--- config.mk ---
export PLATFORM = sky130hd
export DESIGN_NAME = grid_potential_to_field_stencil_flat
export DESIGN_NICKNAME = d
export VERILOG_FILES = /design/src/rtl/core/gpf_pkg.sv /design/src/rtl/core/gpf_in_if.sv /design/src/rtl/core/gpf_out_if.sv /design/src/rtl/core/grid_potential_to_field_stencil.sv /design/src/rtl/core/gpf_tap_cell.sv /design/src/rtl/core/gpf_line_buf.sv /design/src/rtl/core/gpf_raster_ctl.sv /design/src/flat_wrapper.sv
export SDC_FILE = /design/constraint.sdc
export NUM_CORES = 1
export LEC_CHECK = 0
export BUFFER_PORTS_ARGS = -buffer_cell sky130_fd_sc_hd__buf_2
export CAP_MARGIN = 5
export CORE_UTILIZATION = 40
export DETAILED_ROUTE_END_ITERATION = 7
export RECOVER_POWER = 100
export SYNTH_ARGS = -nofsm -noshare
export SYNTH_HDL_FRONTEND = slang
export SYNTH_SLANG_ARGS = --single-unit
--- constraint.sdc ---
create_clock -name clk -period 7.2 [get_ports clk]
set_input_delay 1.08 -clock clk [delete_from_list [all_inputs] [get_ports clk]]
set_output_delay 1.08 -clock clk [all_outputs]
set_load 0.1 [all_outputs]
--- src/rtl/core/gpf_pkg.sv ---
`timescale 1ns / 1ps
`default_nettype none

package gpf_pkg;

	localparam int CFG_SIZE_W = 7;
	localparam logic [CFG_SIZE_W-1:0] CFG_SIZE_RESET = 7'd64;
	localparam int SIZE_MIN = 4;
	localparam int ROW_COL_W = 6;

	localparam int APB_ADDR_W = 3;
	localparam int APB_DATA_W = 32;
	localparam logic REG_GRID_SIZE = 1'b0;

	typedef struct packed {
		logic emit;
		logic done;
		logic [ROW_COL_W-1:0] row;
		logic [ROW_COL_W-1:0] col;
	} gpf_point_t;

endpackage

`default_nettype wire

--- src/rtl/core/gpf_in_if.sv ---
`timescale 1ns / 1ps
`default_nettype none

interface gpf_in_if #(
	parameter int SAMPLE_WIDTH = 16
);
	logic valid;
	logic ready;
	logic signed [SAMPLE_WIDTH-1:0] potential;
	logic grid_start;

	modport source(output valid, potential, grid_start, input ready);
	modport sink(input valid, potential, grid_start, output ready);
endinterface

`default_nettype wire

--- src/rtl/core/gpf_out_if.sv ---
`timescale 1ns / 1ps
`default_nettype none

interface gpf_out_if #(
	parameter int SAMPLE_WIDTH = 16
);
	logic valid;
	logic ready;
	logic signed [SAMPLE_WIDTH:0] field_x_twice;
	logic signed [SAMPLE_WIDTH+1:0] field_y_twice;
	logic [5:0] point_row;
	logic [5:0] point_col;
	logic grid_done;

	modport source(output valid, field_x_twice, field_y_twice, point_row, point_col,
		grid_done, input ready);
	modport sink(input valid, field_x_twice, field_y_twice, point_row, point_col,
		grid_done, output ready);
endinterface

`default_nettype wire

--- src/rtl/core/grid_potential_to_field_stencil.sv ---
`timescale 1ns / 1ps
`default_nettype none

// The result for point (r,c) is formed from stage 1 holding sample (r,c+1), then registered at the output.
// Throughput: one sample per cycle unless the output stalls, set by the single-port read-then-write line buffer.
// The window sample cells left0, left1 and upper_left shift once per sample leaving stage 1.
// Reset: row/column counters, window cells and valid flags clear, grid size returns to 64.
// The line buffer is not cleared; entries are valid once the first row has streamed.
module grid_potential_to_field_stencil import gpf_pkg::*; #(
	parameter int GRID_SIZE    = 64,
	parameter int SAMPLE_WIDTH = 16
) (
	input  wire logic                  clk,
	input  wire logic                  arst_n,
	input  wire logic                  psel,
	input  wire logic                  penable,
	input  wire logic                  pwrite,
	input  wire logic [APB_ADDR_W-1:0] paddr,
	input  wire logic [APB_DATA_W-1:0] pwdata,
	output logic      [APB_DATA_W-1:0] prdata,
	output logic                       pready,
	gpf_in_if.sink                     sample_in,
	gpf_out_if.source                  field_out
);

	localparam int W  = SAMPLE_WIDTH;
	localparam int AW = $clog2(GRID_SIZE);

	logic [CFG_SIZE_W-1:0] size_q;
	logic                  accept, adv_s1, out_free, out_load;
	logic                  v_s1;
	logic [W-1:0]          s_s1, up_s1;
	logic [AW-1:0]         col_addr;
	gpf_point_t            point_s1;
	logic [W-1:0]          left0, left1, upper_left;

	logic signed [W:0]     fx;
	logic signed [W+1:0]   fy;

	logic                  out_valid_q;
	logic signed [W:0]     field_x_q;
	logic signed [W+1:0]   field_y_q;
	logic [ROW_COL_W-1:0]  point_row_q, point_col_q;
	logic                  grid_done_q;

	assign pready = 1'b1;

	always_ff @(posedge clk or negedge arst_n) begin
		if (!arst_n) begin
			size_q <= CFG_SIZE_RESET;
		end else if (psel && penable && pwrite && pready && paddr[2] == REG_GRID_SIZE) begin
			size_q <= pwdata[CFG_SIZE_W-1:0];
		end
	end

	always_comb begin
		prdata = '0;
		if (paddr[2] == REG_GRID_SIZE) begin
			prdata = APB_DATA_W'(size_q);
		end
	end

	assign out_free        = !out_valid_q || field_out.ready;
	assign adv_s1          = v_s1 && (!point_s1.emit || out_free);
	assign sample_in.ready = !v_s1 || adv_s1;
	assign accept          = sample_in.valid && sample_in.ready;
	assign out_load        = adv_s1 && point_s1.emit;

	gpf_raster_ctl #(
		.GRID_SIZE(GRID_SIZE),
		.AW       (AW)
	) u_ctl (
		.clk       (clk),
		.arst_n    (arst_n),
		.accept    (accept),
		.grid_start(sample_in.grid_start),
		.size_cfg  (size_q),
		.col_addr  (col_addr),
		.point_s1  (point_s1)
	);

	gpf_line_buf #(
		.W    (W),
		.DEPTH(GRID_SIZE),
		.AW   (AW)
	) u_line (
		.clk     (clk),
		.en      (accept),
		.addr    (col_addr),
		.wdata   (sample_in.potential),
		.rdata_s1(up_s1)
	);

	always_ff @(posedge clk or negedge arst_n) begin
		if (!arst_n) begin
			v_s1 <= 1'b0;
		end else if (sample_in.ready) begin
			v_s1 <= sample_in.valid;
		end
	end

	always_ff @(posedge clk) begin
		if (accept) begin
			s_s1 <= sample_in.potential;
		end
	end

	gpf_tap_cell #(.W(W)) u_left0 (
		.clk   (clk),
		.arst_n(arst_n),
		.shift (adv_s1),
		.d     (s_s1),
		.q     (left0)
	);

	gpf_tap_cell #(.W(W)) u_left1 (
		.clk   (clk),
		.arst_n(arst_n),
		.shift (adv_s1),
		.d     (left0),
		.q     (left1)
	);

	gpf_tap_cell #(.W(W)) u_upper_left (
		.clk   (clk),
		.arst_n(arst_n),
		.shift (adv_s1),
		.d     (up_s1),
		.q     (upper_left)
	);

	always_comb begin
		fx = $signed({left1[W-1], left1}) - $signed({s_s1[W-1], s_s1});
		fy = ($signed({{2{upper_left[W-1]}}, upper_left}) + $signed({{2{up_s1[W-1]}}, up_s1}))
			- ($signed({{2{left0[W-1]}}, left0}) + $signed({{2{s_s1[W-1]}}, s_s1}));
	end

	always_ff @(posedge clk or negedge arst_n) begin
		if (!arst_n) begin
			out_valid_q <= 1'b0;
		end else if (out_load) begin
			out_valid_q <= 1'b1;
		end else if (field_out.ready) begin
			out_valid_q <= 1'b0;
		end
	end

	always_ff @(posedge clk) begin
		if (out_load) begin
			field_x_q   <= fx;
			field_y_q   <= fy;
			point_row_q <= point_s1.row;
			point_col_q <= point_s1.col;
			grid_done_q <= point_s1.done;
		end
	end

	assign field_out.valid         = out_valid_q;
	assign field_out.field_x_twice = field_x_q;
	assign field_out.field_y_twice = field_y_q;
	assign field_out.point_row     = point_row_q;
	assign field_out.point_col     = point_col_q;
	assign field_out.grid_done     = grid_done_q;

endmodule

`default_nettype wire

--- src/rtl/core/gpf_tap_cell.sv ---
`timescale 1ns / 1ps
`default_nettype none

module gpf_tap_cell #(
	parameter int W = 16
) (
	input  wire logic         clk,
	input  wire logic         arst_n,
	input  wire logic         shift,
	input  wire logic [W-1:0] d,
	output logic      [W-1:0] q
);

	logic [W-1:0] tap_q;

	always_ff @(posedge clk or negedge arst_n) begin
		if (!arst_n) begin
			tap_q <= '0;
		end else if (shift) begin
			tap_q <= d;
		end
	end

	assign q = tap_q;

endmodule

`default_nettype wire

--- src/rtl/core/gpf_line_buf.sv ---
`timescale 1ns / 1ps
`default_nettype none

module gpf_line_buf #(
	parameter int W     = 16,
	parameter int DEPTH = 64,
	parameter int AW    = $clog2(DEPTH)
) (
	input  wire logic          clk,
	input  wire logic          en,
	input  wire logic [AW-1:0] addr,
	input  wire logic [W-1:0]  wdata,
	output logic      [W-1:0]  rdata_s1
);

	logic [W-1:0] mem [DEPTH];

	// read the previous row's sample, then overwrite it with the current one
	always_ff @(posedge clk) begin
		if (en) begin
			rdata_s1  <= mem[addr];
			mem[addr] <= wdata;
		end
	end

endmodule

`default_nettype wire

--- src/rtl/core/gpf_raster_ctl.sv ---
`timescale 1ns / 1ps
`default_nettype none

module gpf_raster_ctl import gpf_pkg::*; #(
	parameter int GRID_SIZE = 64,
	parameter int AW        = $clog2(GRID_SIZE)
) (
	input  wire logic                  clk,
	input  wire logic                  arst_n,
	input  wire logic                  accept,
	input  wire logic                  grid_start,
	input  wire logic [CFG_SIZE_W-1:0] size_cfg,
	output logic      [AW-1:0]         col_addr,
	output gpf_point_t                 point_s1
);

	localparam int CLG = $clog2(GRID_SIZE + 1);
	localparam int SW  = (CLG > CFG_SIZE_W) ? CLG : CFG_SIZE_W;

	logic [SW-1:0] row_q, col_q;
	logic [SW-1:0] size, size_raw, size_m2, size_m3;
	logic [SW-1:0] row_a, col_a, row_n, col_n, col_m1;
	gpf_point_t    point;

	always_comb begin
		size_raw = SW'(size_cfg);
		size     = size_raw;
		if (size_raw < SW'(SIZE_MIN)) begin
			size = SW'(SIZE_MIN);
		end
		if (size_raw > SW'(GRID_SIZE)) begin
			size = SW'(GRID_SIZE);
		end
		size_m2 = size - SW'(2);
		size_m3 = size - SW'(3);

		row_a = grid_start ? '0 : row_q;
		col_a = grid_start ? '0 : col_q;
		if (col_a >= size) begin
			col_a = '0;
			row_a = row_a + SW'(1);
		end
		if (row_a >= size) begin
			row_a = '0;
		end

		col_n = col_a + SW'(1);
		row_n = row_a;
		if (col_n >= size) begin
			col_n = '0;
			row_n = row_a + SW'(1);
			if (row_n >= size) begin
				row_n = '0;
			end
		end

		col_m1     = col_a - SW'(1);
		point.emit = (row_a >= SW'(1)) && (row_a <= size_m3) &&
			(col_a >= SW'(2)) && (col_a <= size_m2);
		point.done = (row_a == size_m3) && (col_a == size_m2);
		point.row  = row_a[ROW_COL_W-1:0];
		point.col  = col_m1[ROW_COL_W-1:0];
	end

	assign col_addr = col_a[AW-1:0];

	always_ff @(posedge clk or negedge arst_n) begin
		if (!arst_n) begin
			row_q    <= '0;
			col_q    <= '0;
			point_s1 <= '0;
		end else if (accept) begin
			row_q    <= row_n;
			col_q    <= col_n;
			point_s1 <= point;
		end
	end

endmodule

`default_nettype wire

--- src/flat_wrapper.sv ---
// flat-port wrapper written by rule: the top's interface ports become plain ports
module grid_potential_to_field_stencil_flat import gpf_pkg::*;
#(
	parameter int GRID_SIZE    = 64,
	parameter int SAMPLE_WIDTH = 16
)
  (clk, arst_n, psel, penable, pwrite, paddr, pwdata, prdata, pready, sample_in_valid, sample_in_potential, sample_in_grid_start, sample_in_ready, field_out_valid, field_out_field_x_twice, field_out_field_y_twice, field_out_point_row, field_out_point_col, field_out_grid_done, field_out_ready);
  gpf_in_if #(.SAMPLE_WIDTH(SAMPLE_WIDTH)) sample_in_i ();
  gpf_out_if #(.SAMPLE_WIDTH(SAMPLE_WIDTH)) field_out_i ();
  input  wire logic clk;
  input  wire logic arst_n;
  input  wire logic psel;
  input  wire logic penable;
  input  wire logic pwrite;
  input  wire logic [APB_ADDR_W-1:0] paddr;
  input  wire logic [APB_DATA_W-1:0] pwdata;
  output logic      [APB_DATA_W-1:0] prdata;
  output logic pready;
  input wire logic [$bits(sample_in_i.valid)-1:0] sample_in_valid;
  input wire logic [$bits(sample_in_i.potential)-1:0] sample_in_potential;
  input wire logic [$bits(sample_in_i.grid_start)-1:0] sample_in_grid_start;
  output wire logic [$bits(sample_in_i.ready)-1:0] sample_in_ready;
  output wire logic [$bits(field_out_i.valid)-1:0] field_out_valid;
  output wire logic [$bits(field_out_i.field_x_twice)-1:0] field_out_field_x_twice;
  output wire logic [$bits(field_out_i.field_y_twice)-1:0] field_out_field_y_twice;
  output wire logic [$bits(field_out_i.point_row)-1:0] field_out_point_row;
  output wire logic [$bits(field_out_i.point_col)-1:0] field_out_point_col;
  output wire logic [$bits(field_out_i.grid_done)-1:0] field_out_grid_done;
  input wire logic [$bits(field_out_i.ready)-1:0] field_out_ready;
  assign sample_in_i.valid = sample_in_valid;
  assign sample_in_i.potential = sample_in_potential;
  assign sample_in_i.grid_start = sample_in_grid_start;
  assign sample_in_ready = sample_in_i.ready;
  assign field_out_valid = field_out_i.valid;
  assign field_out_field_x_twice = field_out_i.field_x_twice;
  assign field_out_field_y_twice = field_out_i.field_y_twice;
  assign field_out_point_row = field_out_i.point_row;
  assign field_out_point_col = field_out_i.point_col;
  assign field_out_grid_done = field_out_i.grid_done;
  assign field_out_i.ready = field_out_ready;
  grid_potential_to_field_stencil #(.GRID_SIZE(GRID_SIZE), .SAMPLE_WIDTH(SAMPLE_WIDTH)) u_core (.clk(clk), .arst_n(arst_n), .psel(psel), .penable(penable), .pwrite(pwrite), .paddr(paddr), .pwdata(pwdata), .prdata(prdata), .pready(pready), .sample_in(sample_in_i), .field_out(field_out_i));
endmodule
Word-level counts from Yosys, hierarchy flattened. Memories as Yosys holds them, arrays and structs flattened. A register that Yosys moved wholly into a read port is not among the register bits. Cells that the tools add are included.

Memories kept: 1. Input bits: 59. Output and inout bits: 83. Word-level logic and storage cells: 74. Flip-flop bits (word level): 149. Bits in writable memories: 1024.

Mux-type cells: 15. Equality and inequality tests: 2. $lt $le $gt $ge: 10. Reductions and logical operators: 17. Bitwise operators: 1. $add $sub $neg: 10.

Memory list: u_core.u_line.mem (words 64, width 16, read ports 1, clocked after memory_dff 1, wr ports 1, line gpf_line_buf.sv:16) `logic [W-1:0] mem [DEPTH];`.

Operator list (number): 2-to-1 mux 7 bit (11); adder 16 x 16 -> 17 bit (2); >= comparator 7 bit (4); adder 7 x 1 -> 7 bit, second input constant (3); subtractor 18 bit (1); subtractor 16 x 16 -> 17 bit (1); equality test 7 bit (2); <= comparator 7 bit (2); subtractor 7 x 2 -> 7 bit, second input constant (2); logical AND 1 bit (10); >= comparator 7 x 1 -> 1 bit, second input constant (1); >= comparator 7 x 2 -> 1 bit, second input constant (1); > comparator 7 bit, second input constant (1); < comparator 7 x 3 -> 1 bit, second input constant (1); subtractor 6 x 1 -> 6 bit, second input constant (1); 2-to-1 mux 1 bit (4); logical NOT 1 bit (3); logical OR 1 bit (3); nonzero test 2 bit (1); NOT 1 bit (1).

Logic depth before layout (Yosys ltp).
Depth in word-level cells: 11. Depth in mapped cells: 33. Mapped depth without buffers: 28.

Modules after synthesis. A second synthesis with hierarchy kept.

Cell total of the unflattened synthesis: 3196. Area, all modules: 49757.7 um^2.

By module, submodules not included: gpf_line_buf (times used 1, area an instance 39640.5 um^2, cells an instance 2264, sequential area each 31230.0 um^2); grid_potential_to_field_stencil (times used 1, area an instance 5165.0 um^2, cells an instance 471, sequential area each 2148.3 um^2); gpf_raster_ctl (times used 1, area an instance 3004.1 um^2, cells an instance 359, sequential area each 700.7 um^2); gpf_tap_cell (times used 3, area an instance 649.4 um^2, cells an instance 34, sequential area each 400.4 um^2).

Least setup slack after synthesis. No wires, ideal clock.

Path kind: input -> register. From: input sample_in_grid_start. To: register u_core.u_ctl.row_q[4]. Data required time: 7.111 ns. Setup time: 0.089 ns. Stages: 32. Arrival time: 6.860 ns. Path buffers: 5. Setup slack: 0.251 ns. Path through: and2b_1 > buf_4 > inv_2 > clkbuf_1 > clkbuf_1 > ha_1 > nor2b_1 > o21ai_2 > a21oi_4 > buf_4 > nor3_1 > o21ai_0 > inv_1 > ha_1 > a21o_1 > a221oi_1 > o21a_1 > nand2_1 > inv_1 > ha_1 > o21ai_0 > nor2_1 > xnor2_1 > ha_1 > a21o_1 > a31oi_1 > o21ai_0 > nor2_1 > clkbuf_1 > o21a_1 > o21ai_0 > a31oi_1.

RTL lines: from (decl) (line flat_wrapper.sv:21) `input wire logic [$bits(sample_in_i.grid_start)-1:0] sample_in_grid_start;`; to (signal assigned) (line gpf_raster_ctl.sv:73) `row_q <= row_n;`; to (decl) (line gpf_raster_ctl.sv:20) `logic [SW-1:0] row_q, col_q;`.

Worst setup path in the final report.
From: input field_out_ready. To: memory u_core.u_line.mem[17][5], enable pin.

Longest elaborated chain between the ends: 7.

Ends and longest elaborated chain: from (decl) (line flat_wrapper.sv:29) `input wire logic [$bits(field_out_i.ready)-1:0] field_out_ready;`; logical OR 1 bit (line grid_potential_to_field_stencil.sv:63) `assign out_free = !out_valid_q || field_out.ready;`; logical OR 1 bit (line grid_potential_to_field_stencil.sv:64) `assign adv_s1 = v_s1 && (!point_s1.emit || out_free);`; logical AND 1 bit (line grid_potential_to_field_stencil.sv:64); logical OR 1 bit (line grid_potential_to_field_stencil.sv:65) `assign sample_in.ready = !v_s1 || adv_s1;`; logical AND 1 bit (line grid_potential_to_field_stencil.sv:66) `assign accept = sample_in.valid && sample_in.ready;`; 2-to-1 mux 1 bit (line gpf_line_buf.sv:20) `if (en) begin`; 2-to-1 mux 1 bit (not written as such) (line gpf_line_buf.sv:22) `mem[addr] <= wdata;`; to (decl) (line gpf_line_buf.sv:16).

No other way between the ends.

==> flow_summary.yaml <==
floorplanning:
  die_w_um: 350.5
  die_area_sq_um: 122900
  dieHeight_um: 350.5
  core_sq_um: 120100
  num_rows: 127
  floorplan.initialDensity_pct: 40.45
  io_pins: 142
setup_path:
  crit_family: "buffers and inverters"
  worstPathArrival_ns: 6.92
  crit_buf_inv: 5
  crit_fanout: 49
  crit_chain: "buf_2 > nor2b_1 > nand3_1 > nand2_1 > clkbuf_1 > inv_1 > clkbuf_1 > nand2_1 > nor2_1 > clkbuf_1"
  startpoint_type: "primary input"
  cpMostUsedCell: "clkbuf_1"
  crit_required_ns: 7.49
  path_class: "in -> reg"
  slowest_stage: "clkbuf_1"
  slowest_delay_ns: 2.00
  cp-end-kind: "flop"
global_route:
  grt_util_met1_pct: 30.37
  grt_antenna_before_repair: 2
  gr-total-overflow: 0
  grt.busiest_layer: "met2"
  grt_start_max_net_pins: 94
  grtUsageMet3_pct: 5.052
  grt_pass1_vias: 28860
  use_met2_pct: 33.70
  grt_util_all_layers_pct: 21.84
  grt_first_pass_wirelength_mm: 196.3
flow_run:
  drv_cap: 24
logic_synthesis:
  synth-edff-count: 1104
  ys.flop_type: "edfxtp_1"
  netlist_area_sq_um: 48590
  ys_warn_count: 0
  ys_ff_latch: 1189
  ys_seq_area_share_pct: 72.60
  synth-async-reset-ratio_pct: 7.149
  netlist_instances: 3298
  avgSynthCellArea_sq_um: 14.73
  netlist-cell-type-count: 81
cts:
  cts_repair_resize_count: 0
  postCtsSetupBuffers: 0
  ctsHoldBuffers: 0
  htreeDepth: 3
  cts_max_path_buffers: 3
  clkSlewWorstSetupHoldPaths_ns: 0.06
  clk-insertion-delay-late_ns: 0.72
  ctsRootBufferMaster: "clkbuf_16"
  cts.sinks: 1189
  cts_buffers: 117
  cts_tree: "yes"
timing:
  holdWs_ns: 0.4445
  min_period_over_period_pct: 92.10
  worst-slew-pin-transition_ns: 3.865
  max_slew_margin_pct: -157.7
  fin_worst_skew_ns: 0.04808
  finalSetupTns_ns: 0
  fmax_mhz: 150.8
  maxSlewViolCount: 1438
  setup_violations: 0
  hold_violations: 0
  setup_ws_ns: 0.5687
  rsz0062_at_grt: "false"
  period_needed_ns: 6.631
placed_design:
  dp_slack_ns: 0.3309
  port_buffers: 88
  place_inst: 4983
  hpwlAfterDp_mm: 80.77
  place_congestion: 0.8601
worst_hold_path:
  min_path_type: "reg -> reg"
detailed_routing:
  drc_errors: 0
  wl_per_cell_um: 25.84
  via_per_inst: 5.735
  vias: 29830
  drt_first_pass_iters: 8
  drt_iter0_markers: 3670
  wirelength_mm: 134.4
  antenna_left: 0
finish:
  final_nets: 3669
  drive_above_1_share_pct: 9.724
  mostFrequentLayoutCells: "edfxtp_1, nand2_1, a21oi_1, clkbuf_1, nor2_1"
  fin_cells: 5202
  area_delta_synth_final_pct: 13.02
  final_common_cell: "edfxtp_1"
power:
  leakage_uw: 0.01827
  power_density_nw_per_um2: 331.4
  ir_worst_vdd_v: 0.0002167
run_status:
  violations: "max-capacitance violations, max-slew violations"
  status: "finished, violations left"
synthesized netlist by cell type (7+ instances only):
| master | instances | area [sq um] |
|---|---|---|
| a222oi_1 | 108 | 1081 |
| a21o_1 | 16 | 120.1 |
| or3_1 | 12 | 75.07 |
| nand2_1 | 404 | 1516 |
| a31oi_1 | 104 | 650.6 |
| buf_1 | 15 | 56.30 |
| mux2i_1 | 57 | 570.6 |
| o211ai_1 | 11 | 82.58 |
| a22oi_1 | 18 | 135.1 |
| o21a_1 | 20 | 150.1 |
| a211oi_1 | 31 | 232.7 |
| a21oi_1 | 201 | 1006 |
| nor3_1 | 54 | 270.3 |
| nor4_1 | 11 | 68.82 |
| buf_2 | 31 | 155.2 |
| a221oi_1 | 93 | 814.5 |
| a22o_1 | 7 | 61.31 |
| nor2_1 | 137 | 514.2 |
| xor2_1 | 18 | 157.7 |
| clkbuf_1 | 116 | 435.4 |
| a211o_1 | 7 | 61.31 |
| dfrtp_1 | 84 | 2102 |
| nand2b_1 | 9 | 56.30 |
| nand3_1 | 64 | 320.3 |
| ha_1 | 116 | 1451 |
| buf_4 | 29 | 217.7 |
| edfxtp_1 | 1104 | 33150 |
| inv_1 | 59 | 221.5 |
| and3_1 | 12 | 75.07 |
| nor2b_1 | 27 | 168.9 |
| o21ai_0 | 86 | 430.4 |
| nand4_1 | 8 | 50.05 |
| mux2_2 | 52 | 585.6 |
| xnor2_1 | 47 | 411.6 |
| and2_1 | 28 | 175.2 |
through the flow:
step                      power [uW]  utilization [%]  area (sq um)
after global routing           18930            45.72         54920
after floorplan                10870                -         48690
final                          18200            45.72         54920
after detailed placement       12230            42.93         51570
after global placement         12200            42.93         51570
after CTS                      18270            46.11         55390
worst reg2reg max path: stages, from the launching register on:
cell and delay [ns]:
dfrtp_1 0.37, nor2b_1 0.16, nand3_1 0.12, nand2_1 0.06, clkbuf_1 0.66, inv_1 0.51, clkbuf_1 2.00, nand2_1 1.24
nor2_1 0.28, clkbuf_1 0.83
kinds of logic (layout without fill, tap and decap cells):
group	Yosys count	count (layout)	share of synthesized area (%)
flops	1189	1189	72.60
simple gates	796	796	7.282
compound gates	760	760	11.03
buf+inv	255	521	2.274
fa+ha+maj	120	120	3.152
mux	111	111	2.472
xor+xnor	65	65	1.172
other cells	2	28	0.01545
worst paths after layout:
check,start,endpoint,slack [ns],cells past startpoint
max,field_out_ready,u_core.u_line.mem[17][5],0.57,10
min,u_core.u_ctl.point_s1[1],u_core.field_out.point_col[1],0.44,0
max reg2reg,u_core.field_out.valid,u_core.u_line.mem[17][5],0.58,9
min reg2reg,u_core.u_ctl.point_s1[1],u_core.field_out.point_col[1],0.44,0
max in group asynchronous,arst_n,u_core.u_ctl.col_q[0],1.96,2
min in group asynchronous,arst_n,u_core.u_ctl.col_q[1],0.61,1
report_power, final:
part / leakage [uW] / total [uW] / internal (uW) / switching [uW]
sequential: 0.0110 / 8020 / 7890 / 130
clock: 0.00188 / 6100 / 3480 / 2620
combinational: 0.00538 / 4080 / 1330 / 2750
state kept, by name, indices dropped and copies added (netlist names), 6 cells and up:
name	count
u_core.field_out.field_x_twice	17
u_core.field_out.field_y_twice	18
u_core.u_left0.q	16
u_core.u_line.rdata_s1	16
u_core.field_out.point_row	6
u_core.u_left1.q	16
u_core.u_ctl.point_s1	14
u_core.field_out.point_col	6
u_core.u_ctl.col_q	7
u_core.u_line.mem	1024
u_core.size_q	7
u_core.u_upper_left.q	16
u_core.s_s1	16
u_core.u_ctl.row_q	7
final cells by class:
cell class                      count  area [sq um]
Antenna cell                        1         2.502
Clock buffer                      137          3044
Clock inverter                     81         777.0
Fill cell                       10560         65210
Inverter                           64         242.7
Multi-Input combinational cell   1879         12340
Sequential cell                  1189         35290
Tap cell                         1612          2017
Timing Repair Buffer              239          1210
layer usage:
metal / vias to the layer above / share of wire (%) / wire (um)
met3: 220 / 9.9 / 13370
met2: 1456 / 45 / 61080
met5: - / 0.016 / 22
met4: 4 / 3.4 / 4588
met1: 14900 / 41 / 55360
li1: 13250 / - / -
(Power assumes the default switching activity.)
